**src/sv/sdp_pkg.sv**
```systemverilog
`timescale 1ns / 1ps
// ----------------------------------------------------------------------------
// sdp_pkg
// Shared widths, register codes, reset values and record types for the
// step/direction pulse generator.
// ----------------------------------------------------------------------------
package sdp_pkg;

	localparam int POS_W      = 15;
	localparam int TICK_W     = 16;
	localparam int STEPS_W    = 16;
	localparam int MSSEL_W    = 8;
	localparam int MS_W       = 3;
	localparam int MSIDX_W    = 3;
	localparam int CFG_IDX_W  = 3;
	localparam int CFG_DATA_W = 16;

	// Register indexes on the configuration channel
	localparam logic [CFG_IDX_W-1:0] REG_MAX_POSITION     = 3'd0;
	localparam logic [CFG_IDX_W-1:0] REG_HIGH_TICKS       = 3'd1;
	localparam logic [CFG_IDX_W-1:0] REG_MICROSTEP_SELECT = 3'd2;
	localparam logic [CFG_IDX_W-1:0] REG_MICROSTEP_ENABLE = 3'd3;

	// Command codes
	localparam logic CMD_TICK = 1'b0;
	localparam logic CMD_MOVE = 1'b1;

	// Register reset values (soft limit is 200 steps/rev times 80 revs)
	localparam logic [POS_W-1:0]   MAX_POSITION_RST = POS_W'(200 * 80);
	localparam logic [TICK_W-1:0]  HIGH_TICKS_RST   = TICK_W'(20);
	localparam logic [MSSEL_W-1:0] MSSEL_RST        = 8'd1;
	localparam logic               MSEN_RST         = 1'b1;

	// Saturated step count for the most negative request
	localparam logic [POS_W-1:0] STEPS_SAT = {POS_W{1'b1}};

	// Microstep pin codes (ms3 ms2 ms1)
	localparam logic [MS_W-1:0] MS_FULL    = 3'b000;
	localparam logic [MS_W-1:0] MS_HALF    = 3'b001;
	localparam logic [MS_W-1:0] MS_QUARTER = 3'b010;
	localparam logic [MS_W-1:0] MS_EIGHTH  = 3'b011;
	localparam logic [MS_W-1:0] MS_SIXTEEN = 3'b111;

	typedef struct packed {
		logic [POS_W-1:0]   max_position;
		logic [TICK_W-1:0]  high_ticks;
		logic [MSSEL_W-1:0] microstep_select;
		logic               microstep_enable;
	} cfg_t;

	typedef struct packed {
		logic               step_level;
		logic               direction;
		logic               sleep_level;
		logic [MS_W-1:0]    ms_pins;
		logic               timer_on;
		logic [POS_W-1:0]   position_count;
		logic [POS_W-1:0]   remaining;
		logic [TICK_W-1:0]  tick_count;
		logic [TICK_W-1:0]  low_period;
	} state_t;

	// Map the chosen microstep bit position to the pin code
	function automatic logic [MS_W-1:0] ms_code_of(input logic [MSIDX_W-1:0] sel);
		logic [MS_W-1:0] code;
		case (sel)
			3'd0:    code = MS_FULL;
			3'd1:    code = MS_HALF;
			3'd2:    code = MS_QUARTER;
			3'd3:    code = MS_EIGHTH;
			default: code = MS_SIXTEEN;
		endcase
		return code;
	endfunction

endpackage

```
**src/sv/sdp_if.sv**
```systemverilog
`timescale 1ns / 1ps
// ----------------------------------------------------------------------------
// sdp_if
// Valid/ready channels of the pulse generator: command items, result items
// and configuration writes.
// ----------------------------------------------------------------------------
interface sdp_item_if import sdp_pkg::*; ();
	logic                      valid;
	logic                      ready;
	logic                      command;
	logic signed [STEPS_W-1:0] move_steps;
	logic [TICK_W-1:0]         low_ticks;

	modport source (output valid, command, move_steps, low_ticks, input ready);
	modport sink   (input valid, command, move_steps, low_ticks, output ready);
endinterface

interface sdp_result_if import sdp_pkg::*; ();
	logic             valid;
	logic             ready;
	logic             step_out;
	logic             dir_out;
	logic             sleep_out;
	logic [MS_W-1:0]  ms_code;
	logic             running;
	logic [POS_W-1:0] position;
	logic [POS_W-1:0] steps_left;
	logic             move_rejected;

	modport source (output valid, step_out, dir_out, sleep_out, ms_code, running,
		position, steps_left, move_rejected, input ready);
	modport sink   (input valid, step_out, dir_out, sleep_out, ms_code, running,
		position, steps_left, move_rejected, output ready);
endinterface

interface sdp_cfg_if import sdp_pkg::*; ();
	logic                  valid;
	logic                  ready;
	logic [CFG_IDX_W-1:0]  index;
	logic [CFG_DATA_W-1:0] data;

	modport source (output valid, index, data, input ready);
	modport sink   (input valid, index, data, output ready);
endinterface

```
**src/sv/sdp_cfg.sv**
```systemverilog
`timescale 1ns / 1ps
// ----------------------------------------------------------------------------
// sdp_cfg
// Configuration register file: soft limit, high phase reload and microstep
// setting, written one register per transfer.
// ----------------------------------------------------------------------------
module sdp_cfg import sdp_pkg::*; (
	input  logic     clk,
	input  logic     arst_n,
	sdp_cfg_if.sink  cfg,
	output cfg_t     regs
);

	cfg_t regs_q;

	// Always able to take a write
	assign cfg.ready = 1'b1;

	// Decode the index and update the addressed register
	always_ff @(posedge clk or negedge arst_n) begin
		if (!arst_n) begin
			regs_q.max_position     <= MAX_POSITION_RST;
			regs_q.high_ticks       <= HIGH_TICKS_RST;
			regs_q.microstep_select <= MSSEL_RST;
			regs_q.microstep_enable <= MSEN_RST;
		end else if (cfg.valid) begin
			case (cfg.index)
				REG_MAX_POSITION:     regs_q.max_position     <= cfg.data[POS_W-1:0];
				REG_HIGH_TICKS:       regs_q.high_ticks       <= cfg.data[TICK_W-1:0];
				REG_MICROSTEP_SELECT: regs_q.microstep_select <= cfg.data[MSSEL_W-1:0];
				REG_MICROSTEP_ENABLE: regs_q.microstep_enable <= cfg.data[0];
				default: ;
			endcase
		end
	end

	assign regs = regs_q;

endmodule

```
**src/sv/sdp_core.sv**
```systemverilog
`timescale 1ns / 1ps
// ----------------------------------------------------------------------------
// sdp_core
// Motion state and its update per item: move start or refusal, tick
// countdown, phase toggle, step and position counting, soft limit stop.
// ----------------------------------------------------------------------------
module sdp_core import sdp_pkg::*; #(
	parameter int MICROSTEP_CHOICES = 5
) (
	input  logic                      clk,
	input  logic                      arst_n,
	input  logic                      fire,
	input  logic                      command,
	input  logic signed [STEPS_W-1:0] move_steps,
	input  logic [TICK_W-1:0]         low_ticks,
	input  cfg_t                      regs,
	output state_t                    nxt,
	output logic                      rejected
);

	state_t               state_q;
	logic                 found;
	logic [MSIDX_W-1:0]   sel;
	logic                 move_ok;
	logic [STEPS_W-1:0]   raw;
	logic [STEPS_W-1:0]   neg_mag;
	logic [POS_W-1:0]     mag;
	logic                 at_limit;

	// Pick the lowest set bit among the allowed microstep choices
	always_comb begin
		found = 1'b0;
		sel   = '0;
		for (int i = MICROSTEP_CHOICES - 1; i >= 0; i--) begin
			if (regs.microstep_select[i]) begin
				found = 1'b1;
				sel   = MSIDX_W'(i);
			end
		end
	end

	assign move_ok = !regs.microstep_enable || found;

	// Magnitude of the signed step count, saturating the most negative value
	assign raw     = move_steps;
	assign neg_mag = (~raw) + STEPS_W'(1);
	assign mag     = raw[STEPS_W-1] ? (neg_mag[STEPS_W-1] ? STEPS_SAT : neg_mag[POS_W-1:0])
	                                : raw[POS_W-1:0];

	// Soft limit seen before a rising edge
	assign at_limit = state_q.direction ? (state_q.position_count == '0)
	                                    : (state_q.position_count >= regs.max_position);

	// Next state for the item in hand
	always_comb begin
		nxt      = state_q;
		rejected = 1'b0;
		if (command == CMD_MOVE) begin
			if (!move_ok) begin
				rejected = 1'b1;
			end else begin
				if (regs.microstep_enable) begin
					nxt.ms_pins = ms_code_of(sel);
				end
				nxt.direction   = raw[STEPS_W-1];
				nxt.remaining   = mag;
				nxt.low_period  = low_ticks;
				nxt.tick_count  = low_ticks;
				nxt.step_level  = 1'b0;
				nxt.sleep_level = 1'b1;
				nxt.timer_on    = 1'b1;
			end
		end else if (state_q.timer_on) begin
			if (state_q.tick_count != '0) begin
				nxt.tick_count = state_q.tick_count - TICK_W'(1);
			end else if (state_q.remaining == '0) begin
				nxt.step_level = 1'b0;
				nxt.timer_on   = 1'b0;
			end else if (state_q.step_level) begin
				nxt.step_level = 1'b0;
				nxt.tick_count = state_q.low_period;
			end else if (at_limit) begin
				nxt.step_level = 1'b0;
				nxt.timer_on   = 1'b0;
				nxt.remaining  = '0;
			end else begin
				nxt.step_level = 1'b1;
				nxt.tick_count = regs.high_ticks;
				nxt.remaining  = state_q.remaining - POS_W'(1);
				nxt.position_count = state_q.direction ?
					state_q.position_count - POS_W'(1) :
					state_q.position_count + POS_W'(1);
			end
		end
	end

	// Commit the update when the item moves on
	always_ff @(posedge clk or negedge arst_n) begin
		if (!arst_n) begin
			state_q <= '0;
		end else if (fire) begin
			state_q <= nxt;
		end
	end

endmodule

```
**src/sv/step_dir_pulse_generator.sv**
```systemverilog
`timescale 1ns / 1ps
// ----------------------------------------------------------------------------
// step_dir_pulse_generator
// Step/direction pulse generator with soft position limits.
//
// Items arrive on the items channel: a tick (command 0) counts the pulse
// timer down, a move (command 1) loads a signed step count and the low phase
// period and starts the timer. Every item gives exactly one result on the
// results channel with the pin levels, position and steps left after it.
// Registers are written on the cfg channel, which is always ready.
//
// The item sits in the input register until the result register can take
// it; its result is then loaded into the result register and offered on
// the results channel. Items are taken at one per cycle while results are
// taken; the state update between the two registers is combinational.
// When results stall, the result register holds, the input register holds
// one more item, and items.ready drops until the result is taken.
// Reset clears the motion state and the channel valids and loads the
// register defaults (limit 16000, high phase 20, microstep bit 0, enabled).
// ----------------------------------------------------------------------------
module step_dir_pulse_generator import sdp_pkg::*; #(
	parameter int MICROSTEP_CHOICES = 5
) (
	input  logic          clk,
	input  logic          arst_n,
	sdp_item_if.sink      items,
	sdp_result_if.source  results,
	sdp_cfg_if.sink       cfg
);

	cfg_t                      regs;
	state_t                    nxt;
	logic                      rejected;

	logic                      valid_s1;
	logic                      command_s1;
	logic signed [STEPS_W-1:0] move_steps_s1;
	logic [TICK_W-1:0]         low_ticks_s1;
	logic                      out_free;
	logic                      adv_s1;

	logic                      res_valid_q;
	state_t                    res_state_q;
	logic                      res_rejected_q;

	sdp_cfg u_cfg (
		.clk    (clk),
		.arst_n (arst_n),
		.cfg    (cfg),
		.regs   (regs)
	);

	sdp_core #(
		.MICROSTEP_CHOICES (MICROSTEP_CHOICES)
	) u_core (
		.clk        (clk),
		.arst_n     (arst_n),
		.fire       (adv_s1),
		.command    (command_s1),
		.move_steps (move_steps_s1),
		.low_ticks  (low_ticks_s1),
		.regs       (regs),
		.nxt        (nxt),
		.rejected   (rejected)
	);

	// Stage handshake
	assign out_free    = !res_valid_q || results.ready;
	assign adv_s1      = valid_s1 && out_free;
	assign items.ready = !valid_s1 || out_free;

	// Input register: hold the item until its result can be written
	always_ff @(posedge clk or negedge arst_n) begin
		if (!arst_n) begin
			valid_s1 <= 1'b0;
		end else if (items.ready) begin
			valid_s1 <= items.valid;
		end
	end

	always_ff @(posedge clk) begin
		if (items.valid && items.ready) begin
			command_s1    <= items.command;
			move_steps_s1 <= items.move_steps;
			low_ticks_s1  <= items.low_ticks;
		end
	end

	// Result register: drop valid once taken, load on advance
	always_ff @(posedge clk or negedge arst_n) begin
		if (!arst_n) begin
			res_valid_q <= 1'b0;
		end else if (out_free) begin
			res_valid_q <= valid_s1;
		end
	end

	always_ff @(posedge clk) begin
		if (adv_s1) begin
			res_state_q    <= nxt;
			res_rejected_q <= rejected;
		end
	end

	assign results.valid         = res_valid_q;
	assign results.step_out      = res_state_q.step_level;
	assign results.dir_out       = res_state_q.direction;
	assign results.sleep_out     = res_state_q.sleep_level;
	assign results.ms_code       = res_state_q.ms_pins;
	assign results.running       = res_state_q.timer_on;
	assign results.position      = res_state_q.position_count;
	assign results.steps_left    = res_state_q.remaining;
	assign results.move_rejected = res_rejected_q;

	// A high step pin only while the timer runs
	a_step_needs_run: assert property (@(posedge clk) disable iff (!arst_n)
		results.valid && results.step_out |-> results.running)
		else $error("step pin high with timer stopped");

	// A running timer implies the driver is awake
	a_run_needs_wake: assert property (@(posedge clk) disable iff (!arst_n)
		results.valid && results.running |-> results.sleep_out)
		else $error("timer running while sleep pin low");

	// A held item in the input register is not lost
	a_s1_holds: assert property (@(posedge clk) disable iff (!arst_n)
		valid_s1 && !out_free |=> valid_s1)
		else $error("input stage dropped an item under stall");

	// A refused move leaves the motion state untouched
	a_reject_keeps: assert property (@(posedge clk) disable iff (!arst_n)
		adv_s1 && rejected |-> nxt == u_core.state_q)
		else $error("refused move changed state");

endmodule
```
**src/flat_wrapper.sv**
```systemverilog
// flat-port wrapper written by rule: the top's interface ports become plain ports
module step_dir_pulse_generator_flat import sdp_pkg::*;
#(
	parameter int MICROSTEP_CHOICES = 5
)
  (clk, arst_n, items_valid, items_command, items_move_steps, items_low_ticks, items_ready, results_valid, results_step_out, results_dir_out, results_sleep_out, results_ms_code, results_running, results_position, results_steps_left, results_move_rejected, results_ready, cfg_valid, cfg_index, cfg_data, cfg_ready);
  sdp_item_if items_i ();
  sdp_result_if results_i ();
  sdp_cfg_if cfg_i ();
  input  logic clk;
  input  logic arst_n;
  input wire logic [$bits(items_i.valid)-1:0] items_valid;
  input wire logic [$bits(items_i.command)-1:0] items_command;
  input wire logic [$bits(items_i.move_steps)-1:0] items_move_steps;
  input wire logic [$bits(items_i.low_ticks)-1:0] items_low_ticks;
  output wire logic [$bits(items_i.ready)-1:0] items_ready;
  output wire logic [$bits(results_i.valid)-1:0] results_valid;
  output wire logic [$bits(results_i.step_out)-1:0] results_step_out;
  output wire logic [$bits(results_i.dir_out)-1:0] results_dir_out;
  output wire logic [$bits(results_i.sleep_out)-1:0] results_sleep_out;
  output wire logic [$bits(results_i.ms_code)-1:0] results_ms_code;
  output wire logic [$bits(results_i.running)-1:0] results_running;
  output wire logic [$bits(results_i.position)-1:0] results_position;
  output wire logic [$bits(results_i.steps_left)-1:0] results_steps_left;
  output wire logic [$bits(results_i.move_rejected)-1:0] results_move_rejected;
  input wire logic [$bits(results_i.ready)-1:0] results_ready;
  input wire logic [$bits(cfg_i.valid)-1:0] cfg_valid;
  input wire logic [$bits(cfg_i.index)-1:0] cfg_index;
  input wire logic [$bits(cfg_i.data)-1:0] cfg_data;
  output wire logic [$bits(cfg_i.ready)-1:0] cfg_ready;
  assign items_i.valid = items_valid;
  assign items_i.command = items_command;
  assign items_i.move_steps = items_move_steps;
  assign items_i.low_ticks = items_low_ticks;
  assign items_ready = items_i.ready;
  assign results_valid = results_i.valid;
  assign results_step_out = results_i.step_out;
  assign results_dir_out = results_i.dir_out;
  assign results_sleep_out = results_i.sleep_out;
  assign results_ms_code = results_i.ms_code;
  assign results_running = results_i.running;
  assign results_position = results_i.position;
  assign results_steps_left = results_i.steps_left;
  assign results_move_rejected = results_i.move_rejected;
  assign results_i.ready = results_ready;
  assign cfg_i.valid = cfg_valid;
  assign cfg_i.index = cfg_index;
  assign cfg_i.data = cfg_data;
  assign cfg_ready = cfg_i.ready;
  step_dir_pulse_generator #(.MICROSTEP_CHOICES(MICROSTEP_CHOICES)) u_core (.clk(clk), .arst_n(arst_n), .items(items_i), .results(results_i), .cfg(cfg_i));
endmodule
```
**config.mk**
```make
export PLATFORM = sky130hd
export DESIGN_NAME = step_dir_pulse_generator_flat
export DESIGN_NICKNAME = d
export VERILOG_FILES = /design/src/sv/sdp_pkg.sv /design/src/sv/sdp_if.sv /design/src/sv/sdp_cfg.sv /design/src/sv/sdp_core.sv /design/src/sv/step_dir_pulse_generator.sv /design/src/flat_wrapper.sv
export SDC_FILE = /design/constraint.sdc
export NUM_CORES = 1
export LEC_CHECK = 0
export ABC_AREA = 1
export ABC_CLOCK_PERIOD_IN_PS = 3500
export BUFFER_PORTS_ARGS = -buffer_cell sky130_fd_sc_hd__buf_2
export CORE_ASPECT_RATIO = 1.5
export CORE_MARGIN = 5
export CORE_UTILIZATION = 55
export CTS_CLUSTER_DIAMETER = 40
export DETAILED_ROUTE_END_ITERATION = 10
export GPL_TIMING_DRIVEN = 0
export PLACE_DENSITY_LB_ADDON = 0.05
export SLEW_MARGIN = 20
export SYNTH_ARGS = -nofsm -noshare
export SYNTH_HDL_FRONTEND = slang
export SYNTH_SLANG_ARGS = --single-unit
```
**constraint.sdc**
```tcl
create_clock -name clk -period 3.5 [get_ports clk]
set_clock_uncertainty 0.1 [all_clocks]
set_input_delay 0.175 -clock clk [delete_from_list [all_inputs] [get_ports clk]]
set_output_delay 0.175 -clock clk [all_outputs]
set_load 0.03 [all_outputs]
```
==> impl_metrics.tcl, run 1 <==
set metrics [dict create \
    gr-total-overflow 0 \
    ys_top_cells_by_count "nand2_1 (320), inv_1 (105), dfrtp_1 (98), nor2_1 (79)" \
    start_kind "flop" \
    ys_seq_area_share_pct 49.1 \
    drc 0 \
    first_pass_iters 5 \
    gr-usage-met3_pct 3.68 \
    die_w_um 119 \
    cts.sinks 179 \
    viasPerCell 5.37 \
    grt-busiest-layer "met2" \
    syn_nets 1207 \
    synth_warnings 0 \
    num_io_pins 98 \
    layout-drive-gt1-share_pct 17.5 \
    die_area_um2 20800 \
    track_usage_pct 25.3 \
    finalNonFillerCells 1518 \
    fillers 1465 \
    synth-edff-count 71 \
    ys_types 60 \
    comb_power_share_pct 36.2 \
    antenna_cells 0 \
    fin_nets 1378 \
    synthTopCellsByArea "dfrtp_1 (25%), edfxtp_1 (22%), nand2_1 (12%), ha_1 (4.1%), inv_1 (4.0%)" \
    clk_pin_slew_ns 0.07 \
    antenna_found_initial 0 \
    worstMarginPinSlew_ns 0.755 \
    cap_violations 0 \
    p_per_area_nw_per_um2 670 \
    worst_path_max_delay_cell "dfrtp_1" \
    syn_inst 1117 \
    clk_path_buf_depth 2 \
    status "finished clean" \
    critPathRequiredTime_ns 3.59 \
    min_period_ns 3.00 \
    grt_pass1_wl_um 41500 \
    slew_headroom_pct 49.7 \
    synth_most_common_cell "nand2_1" \
    multi_input_area_um2 4440 \
    hold_class "input port to asynchronous set/reset pin" \
    leakage_nw 5.53 \
    die_h_um 174 \
    syn2layout_area_growth_pct 19.3 \
    intPower_w 0.00472 \
    end_kind "flop" \
    fmax_mhz 333 \
    p_sw_w 0.00317 \
    regArea_um2 4850 \
    setup_viol_count_final 0 \
    htreeDepth 4 \
    yosysTopAreaCellShare_pct 24.8 \
    reg2reg_depth 11 \
    finalPower_w 0.00790 \
    yosysTopAreaCell "dfrtp_1" \
    synth_seq_cells 179 \
    syn_area_per_cell_um2 8.84 \
    wl_per_cell_um 16.8 \
    path_cells "ha_1 > inv_1 > o21ai_0 > a21boi_0 > nand3b_1 > nand2_1 > nand2_1 > nand2_1 > nand2_1 > nand2_1 > inv_1" \
    syn-cell-area_um2 9880 \
    antenna_left 0 \
    cts_tree "done" \
    cts_setup_buffers 0 \
    cpMostUsedCell "nand2_1" \
    path_max_fanout 18 \
    grt_pass1_vias 8237 \
    slew_viol_final 0 \
    critPathMaxStageDelay_ns 0.67 \
    cts-root-buf "clkbuf_16" \
    numCtsBuffers 17 \
    gp_congestion 0.919 \
    detailedPlacementHpwl_um 19100 \
    seq_power_share_pct 40.8 \
    grt_use_met2_pct 44.4 \
    timing.final.crit_share_pct 85.8 \
    hold_ws_ns 0.127 \
    start_util_pct 55.5 \
    rows 60 \
    clk_latency_ns 0.43 \
    cp.arrival_ns 3.10 \
    crit_type "flop to flop" \
    synthArstFlopShare_pct 60.3 \
    peakVddDrop_mv 0.467 \
    sw_frac_of_total_pct 40.2 \
    rsz0062_at_grt "false" \
    dp.cells 1431 \
    gr-usage-met1_pct 30.1 \
    holdBufCountCts 55 \
    pwr-share-clk_pct 23.1 \
    cts_resized 0 \
    hold_viol_final 0 \
    routed_wl_um 25500 \
    drtIter0Drc 588 \
    grt_max_degree 68 \
    portBuffers 96 \
    synthFlopType "dfrtp_1" \
    route.vias.total 8150 \
    core_area_um2 17800 \
    setup_tns_ns 0 \
]
## critical path, delay by kind of cell (launching register included)
kind            cells  cell delay [ns]
simple gates        6             0.61
fa+ha+maj           1             0.49
flops               1             0.67
compound gates      2             0.78
buf+inv             2             0.10
## worst paths after layout
check                                          start                          end  slack [ns]
setup / recovery           u_core.u_core.state_q[67]  u_core.results.position[13]        0.50
hold / removal                                arst_n    u_core.u_core.state_q[18]        0.13
setup reg to reg           u_core.u_core.state_q[67]  u_core.results.position[13]        0.50
hold reg to reg            u_core.u_core.state_q[66]    u_core.u_core.state_q[66]        0.35
max in group asynchronous                     arst_n        u_core.u_cfg.regs[37]        2.44
min in group clk                        cfg_index[1]        u_core.u_cfg.regs[24]        0.14
## power by group through the flow
stage	clock, W	combinational (W)	sequential [W]
final	0.00182	0.00286	0.00322
after global routing	0.00194	0.00320	0.00329
after CTS	0.00186	0.00286	0.00321
after detailed placement	0	0.00280	0.00325
after global placement	0	0.00274	0.00324
after floorplan	0	0.00194	0.00330
## metrics by stage
| stage | setup WS [ns] | util [%] | area (µm²) |
|---|---|---|---|
| final | 0.499 | 66.2 | 11800 |
| after global routing | 0.165 | 66.2 | 11800 |
| after CTS | 0.482 | 66.2 | 11800 |
| after detailed placement | 0.484 | 59.9 | 10700 |
| after global placement | 0.518 | 59.7 | 10600 |
| after floorplan | 1.11 | - | 9880 |
## routing by layer
metal,vias up,routed length [µm]
li1,4084,-
met4,0,1200
met2,187,12900
met3,61,751
met1,3818,10600
met5,-,0
## state kept, by name (all words and copies together), names as in the netlist, 3 cells and up
| signal | cells |
|---|---|
| u_core.low_ticks_s1 | 16 |
| u_core.move_steps_s1 | 16 |
| u_core.results.ms_code | 3 |
| u_core.results.position | 15 |
| u_core.results.steps_left | 15 |
| u_core.u_cfg.regs | 37 |
| u_core.u_core.state_q | 69 |
## cell families (layout without fill, tap and decap cells)
family          count (synthesis)  after routing  synth area share (%)
buf+inv                       142            326                  5.92
simple gates                  529            529                  23.9
flops                         179            179                  49.1
mux                            22             22                  2.38
xor+xnor                       43             43                  3.81
fa+ha+maj                      33             33                  4.26
other cells                     1              1                0.0380
compound gates                168            168                  10.6
## cell type report
class                      count  area share (%)
inverter                     115            3.68
tap                          217            2.30
buffer                        27            1.31
timing repair buffer         152            9.04
clock inverter                15            1.19
sequential                   179            41.1
multi-input combinational    796            37.7
clock buffer                  17            3.61
## cell usage in the layout (no fill, tap or decap), types with 13 or more instances in the layout
| master | synthesis | layout |
|---|---|---|
| clkbuf_16 | 0 | 17 |
| inv_1 | 105 | 104 |
| nand3_1 | 59 | 59 |
| buf_2 | 8 | 102 |
| edfxtp_1 | 71 | 71 |
| nand2_1 | 320 | 320 |
| xor2_1 | 31 | 31 |
| nor2_1 | 79 | 79 |
| clkbuf_1 | 13 | 13 |
| dlygate4sd3_1 | 0 | 55 |
| a21oi_1 | 36 | 36 |
| dfrtp_1 | 98 | 98 |
| o21ai_0 | 71 | 71 |
| ha_1 | 32 | 32 |
Power figures use the tool's default switching activity.
==> run 2, diff against run 1 <==
--- a/config.mk
+++ b/config.mk
@@ -15,7 +15,8 @@
 export DETAILED_ROUTE_END_ITERATION = 10
 export GPL_TIMING_DRIVEN = 0
 export PLACE_DENSITY_LB_ADDON = 0.05
-export SLEW_MARGIN = 20
+export REMOVE_ABC_BUFFERS = 1
+export SLEW_MARGIN = 0
 export SYNTH_ARGS = -nofsm -noshare
 export SYNTH_HDL_FRONTEND = slang
 export SYNTH_SLANG_ARGS = --single-unit
==> run 2 against run 1 <==
  * Sequential power about the same
  * Largest power group unchanged
  * Clock power grew 4%
  * Cell count fell by 1.6%
  * Register-to-register slack got worse by 0.20 ns
  * Critical path depth decreased by 2
==> impl_metrics.tcl, run 2 (synthesis gave the netlist of run 1 again) <==
set metrics [dict create \
    cp_num_buf_inv 2 \
    largest_register_ffs 69 \
    min_period_ns 3.20 \
    fillers 1526 \
    slew_viol_final 0 \
    final_util_pct 65.7 \
    slew_headroom_pct 12.1 \
    p_per_area_nw_per_um2 675 \
    setup_tns_ns 0 \
    worst_path_max_delay_cell "nor2_4" \
    final_cell_mix "nand2_1 (319), inv_1 (105), dfrtp_1 (98)" \
    cts.sinks 179 \
    start_util_pct 55.5 \
    clk_pin_slew_ns 0.07 \
    grt_max_degree 81 \
    clk_path_buf_depth 2 \
    grt_pass1_vias 8187 \
    cpLargestDelayFamily "simple AND/OR/NAND/NOR gates" \
    worstMarginPinSlew_ns 1.32 \
    cts-root-buf "clkbuf_16" \
    syn2layout_area_growth_pct 18.4 \
    timing.final.crit_share_pct 91.5 \
    critPathRequiredTime_ns 3.73 \
    hold_viol_final 0 \
    first_pass_iters 6 \
    antenna_left 0 \
    fmax_mhz 312 \
    route.vias.total 8040 \
    hold_class "input port to asynchronous set/reset pin" \
    critPathMaxStageDelay_ns 0.51 \
    cpMostUsedCell "nand2_1" \
    drtIter0Drc 592 \
    portBuffers 96 \
    die_w_um 119 \
    die_area_um2 20800 \
    drc 0 \
    setup_viol_count_final 0 \
    rsz0062_at_grt "false" \
    num_io_pins 98 \
    cts_tree "done" \
    crit_type "flop to flop" \
    gr-total-overflow 0 \
    final_common_cell "nand2_1" \
    reg2reg_slack_ns 0.30 \
    die_h_um 174 \
    path_max_fanout 43 \
    end_kind "flop" \
    leakage_nw 5.48 \
    numCtsBuffers 17 \
    cap_violations 0 \
    track_usage_pct 24.4 \
    peakVddDrop_mv 0.370 \
    grt_pass1_wl_um 40400 \
    multi_input_area_um2 4460 \
    core_area_um2 17800 \
    fin_nets 1353 \
    layout-drive-gt1-share_pct 16.9 \
    detailedPlacementHpwl_um 17300 \
    regArea_um2 4850 \
    htreeDepth 4 \
    viasPerCell 5.39 \
    routed_wl_um 24600 \
    cp.arrival_ns 3.43 \
    cts_setup_buffers 0 \
    start_kind "flop" \
    antenna_cells 0 \
    antenna_found_initial 0 \
    gp_congestion 0.879 \
    path_cells "nand2_1 > nand2_2 > clkinv_4 > buf_12 > nand2_1 > nor2_4 > nand2_2 > nand2_1 > nand2_1" \
    largest_register "u_core.u_core.state_q" \
    status "finished clean" \
    wl_per_cell_um 16.5 \
    clk_latency_ns 0.44 \
    rows 60 \
]
[run 2: power by group]
part | switching [W] | total (W) | leakage, nW | internal, W
registers | 0.000479 | 0.00323 | 2.03 | 0.00275
logic | 0.00175 | 0.00277 | 3.16 | 0.00102
clock network | 0.000905 | 0.00189 | 0.287 | 0.000989
total | 0.00313 | 0.00789 | 5.48 | 0.00476
[run 2: per-layer routing]
metal  share of wire, %  vias to the layer above  global-route usage (%)
met3                4.6                       70                    4.10
met5                  0                        -                       0
met2                 51                      207                    43.3
met4                4.1                        0                    11.1
li1                   -                     4005                       -
met1                 40                     3758                    28.7
[run 2: timing repair]
action / in CTS / in global routing
gates cloned: 0 / 0
hold buffers: 56 / 0
pin swaps: 0 / 0
endpoints found under the hold margin: 168 / 0
gates resized for setup: 3 / 1
setup endpoints to repair: 23 / 11
[run 2: final timing paths]
kind	startpoint	endpoint	cells past startpoint
worst max register to register	u_core.results.valid	u_core.u_core.state_q[21]	9
worst min register to register	u_core.u_core.state_q[66]	u_core.u_core.state_q[66]	2
min in group clk	cfg_index[1]	u_core.u_cfg.regs[1]	3
worst max-delay path	u_core.results.valid	u_core.u_core.state_q[21]	9
max in group asynchronous	arst_n	u_core.u_cfg.regs[36]	3
worst min-delay path	arst_n	u_core.u_cfg.regs[24]	2
[run 2: area by class of cell]
class / count / area share [%]
flip-flops and latches: 179 / 41.4
repair buffers: 154 / 9.36
clock buffers: 18 / 3.85
clock inverters: 14 / 1.18
inverters: 115 / 3.74
well taps: 217 / 2.32
multi-input cells: 796 / 38.1
[run 2: per-stage QoR]
stage	area, µm²	power (W)	worst slack [ns]	hold WS (ns)	instances
after detailed placement	10500	0.00596	-0.587	-0.0249	1405
final	11700	0.00789	0.298	0.0908	1493
after global placement	10500	0.00588	-2.48	0.251	1403
after CTS	11700	0.00792	0.0596	0.0786	1493
after floorplan	9720	0.00521	-0.451	-0.221	1090
after global routing	11700	0.00844	0.0236	0.116	1493
==> run 3, diff against run 2 <==
--- a/config.mk
+++ b/config.mk
@@ -19,4 +19,5 @@
 export SLEW_MARGIN = 0
 export SYNTH_ARGS = -nofsm -noshare
 export SYNTH_HDL_FRONTEND = slang
+export SYNTH_HIERARCHICAL = 1
 export SYNTH_SLANG_ARGS = --single-unit
==> run 3 against run 2 <==
  * Final area grew 3.0%
  * Combinational power shrank 25%
  * Synthesized cell count grew 13%
  * Area after synthesis grew 2.8%
  * Sequential cell count is the same
==> impl_metrics.tcl, run 3 <==
set metrics [dict create \
    synth_warnings 6 \
    worst_path_max_delay_cell "a21oi_4" \
    antenna_left 0 \
    final_common_cell "nand2_1" \
    largest_register "u_core/u_core/state_q" \
    cp.arrival_ns 3.51 \
    start_kind "flop" \
    crit_type "flop to flop" \
    detailedPlacementHpwl_um 18000 \
    end_kind "flop" \
    drtIter0Drc 704 \
    min_period_ns 3.29 \
    setup_viol_count_final 0 \
    syn_area_per_cell_um2 8.03 \
    p_per_area_nw_per_um2 567 \
    antenna_found_initial 0 \
    finalPower_w 0.00683 \
    portBuffers 96 \
    cts_setup_buffers 0 \
    status "finished clean" \
    clk_pin_slew_ns 0.07 \
    grt_max_degree 67 \
    rows 61 \
    hold_viol_final 0 \
    peakVddDrop_mv 0.340 \
    setup_tns_ns 0 \
    largest_register_ffs 69 \
    critPathRequiredTime_ns 3.72 \
    core_area_um2 18400 \
    die_w_um 121 \
    htreeDepth 4 \
    clk_latency_ns 0.43 \
    rsz0062_at_grt "false" \
    start_util_pct 55.2 \
    routed_wl_um 25900 \
    grt_pass1_wl_um 42600 \
    syn_inst 1264 \
    first_pass_iters 5 \
    timing.final.crit_share_pct 94.0 \
    num_io_pins 98 \
    critPathMaxStageDelay_ns 0.50 \
    drc 0 \
    gp_congestion 0.923 \
    path_max_fanout 30 \
    grt_pass1_vias 8647 \
    die_h_um 176 \
    final_cell_mix "nand2_1 (441), inv_1 (121), dfrtp_1 (98)" \
    cts_tree "done" \
    clk_path_buf_depth 2 \
    path_cells "a21oi_4 > buf_12 > buf_16 > clkinv_2 > nor2_4 > clkinvlp_4 > o21ai_0" \
    syn2layout_area_growth_pct 18.6 \
    cpLargestDelayFamily "buffers and inverters" \
    cap_violations 0 \
    die_area_um2 21300 \
    fin_nets 1489 \
    fmax_mhz 304 \
    final_util_pct 65.5 \
    cts-root-buf "clkbuf_16" \
    viasPerCell 5.35 \
    leakage_nw 5.86 \
    wl_per_cell_um 15.6 \
    track_usage_pct 25.1 \
    worstMarginPinSlew_ns 0.896 \
    syn-cell-area_um2 10200 \
    numCtsBuffers 17 \
    antenna_cells 0 \
    route.vias.total 8901 \
    cp_num_buf_inv 4 \
    slew_viol_final 0 \
    slew_headroom_pct 40.2 \
    layout-drive-gt1-share_pct 14.1 \
    hold_class "input port to flop" \
    gr-total-overflow 0 \
    cts.sinks 179 \
]
[run 3: cell count changes in the layout (fill, tap and decap cells not counted), sizes merged, moves of 7 or more]
cell	previous run	this run
inv	122	136
nand2	329	449
nand3	65	92
mux2i	10	0
o21ai	86	94
mux2	12	0
nor3	11	22
nor2	91	77
a22oi	4	17
o221ai	15	0
or2	8	1
a21oi	36	52
xnor2	12	5
o211ai	12	2
[run 3: power breakdown]
part	internal [W]	leakage [nW]	total (W)	switching (W)
Combinational	0.000746	3.56	0.00207	0.00133
Sequential	0.00259	2.03	0.00294	0.000343
Clock	0.000951	0.274	0.00182	0.000872
Total	0.00429	5.86	0.00683	0.00254
[run 3: path summary, 6_finish.rpt]
check,start,endpoint,slack (ns),cells past startpoint
hold / removal,results_ready,u_core/results.valid,0.02,4
min in group asynchronous,arst_n,u_core/u_core/state_q[65],0.15,2
max in group asynchronous,arst_n,u_core/u_cfg/regs[11],2.45,3
hold reg to reg,u_core/u_core/state_q[66],u_core/u_core/state_q[66],0.36,2
setup / recovery,u_core/results.valid,u_core/u_core/state_q[1],0.21,7
setup reg to reg,u_core/results.valid,u_core/u_core/state_q[1],0.21,7
[run 3: cell type report]
class	instances	area, µm²
flip-flops and latches	179	4850
well taps	252	315
fillers	1604	6350
inverters	131	497
clock buffers	18	439
repair buffers	156	1160
clock inverters	14	119
multi-input cells	913	4650
repair inverters	1	7.51
[run 3: worst reg2reg max path, delay by kind of cell, from the launching register on]
family | cells | cell delay (ns)
flops | 1 | 0.49
compound gates | 2 | 0.85
buf+inv | 4 | 1.31
simple gates | 1 | 0.43
[run 3: timing repair]
item	4_1_cts	5_1_grt
setup endpoints to repair	17	16
hold buffers	54	0
gates cloned	1	1
endpoints found under the hold margin	113	0
pin swaps	1	0
gates resized for setup	1	5
[run 3: per-layer routing]
metal  global-route usage (%)  part of all wire, %
met4                     8.98                  2.5
met2                     44.4                   52
met5                        0                    0
met3                     3.65                  4.8
met1                     31.3                   41
[run 3: through the flow]
| stage | std cells | area, µm² | setup slack (ns) | hold slack [ns] |
|---|---|---|---|---|
| after CTS | 1662 | 12000 | 0.112 | 0.00603 |
| after floorplan | 1222 | 9950 | -5.09 | -0.221 |
| after global routing | 1664 | 12000 | 0.00466 | 0.0320 |
| after detailed placement | 1575 | 10900 | -0.513 | 0.0417 |
| after global placement | 1570 | 10700 | -9.85 | 0.251 |
| final | 1664 | 12000 | 0.209 | 0.0154 |
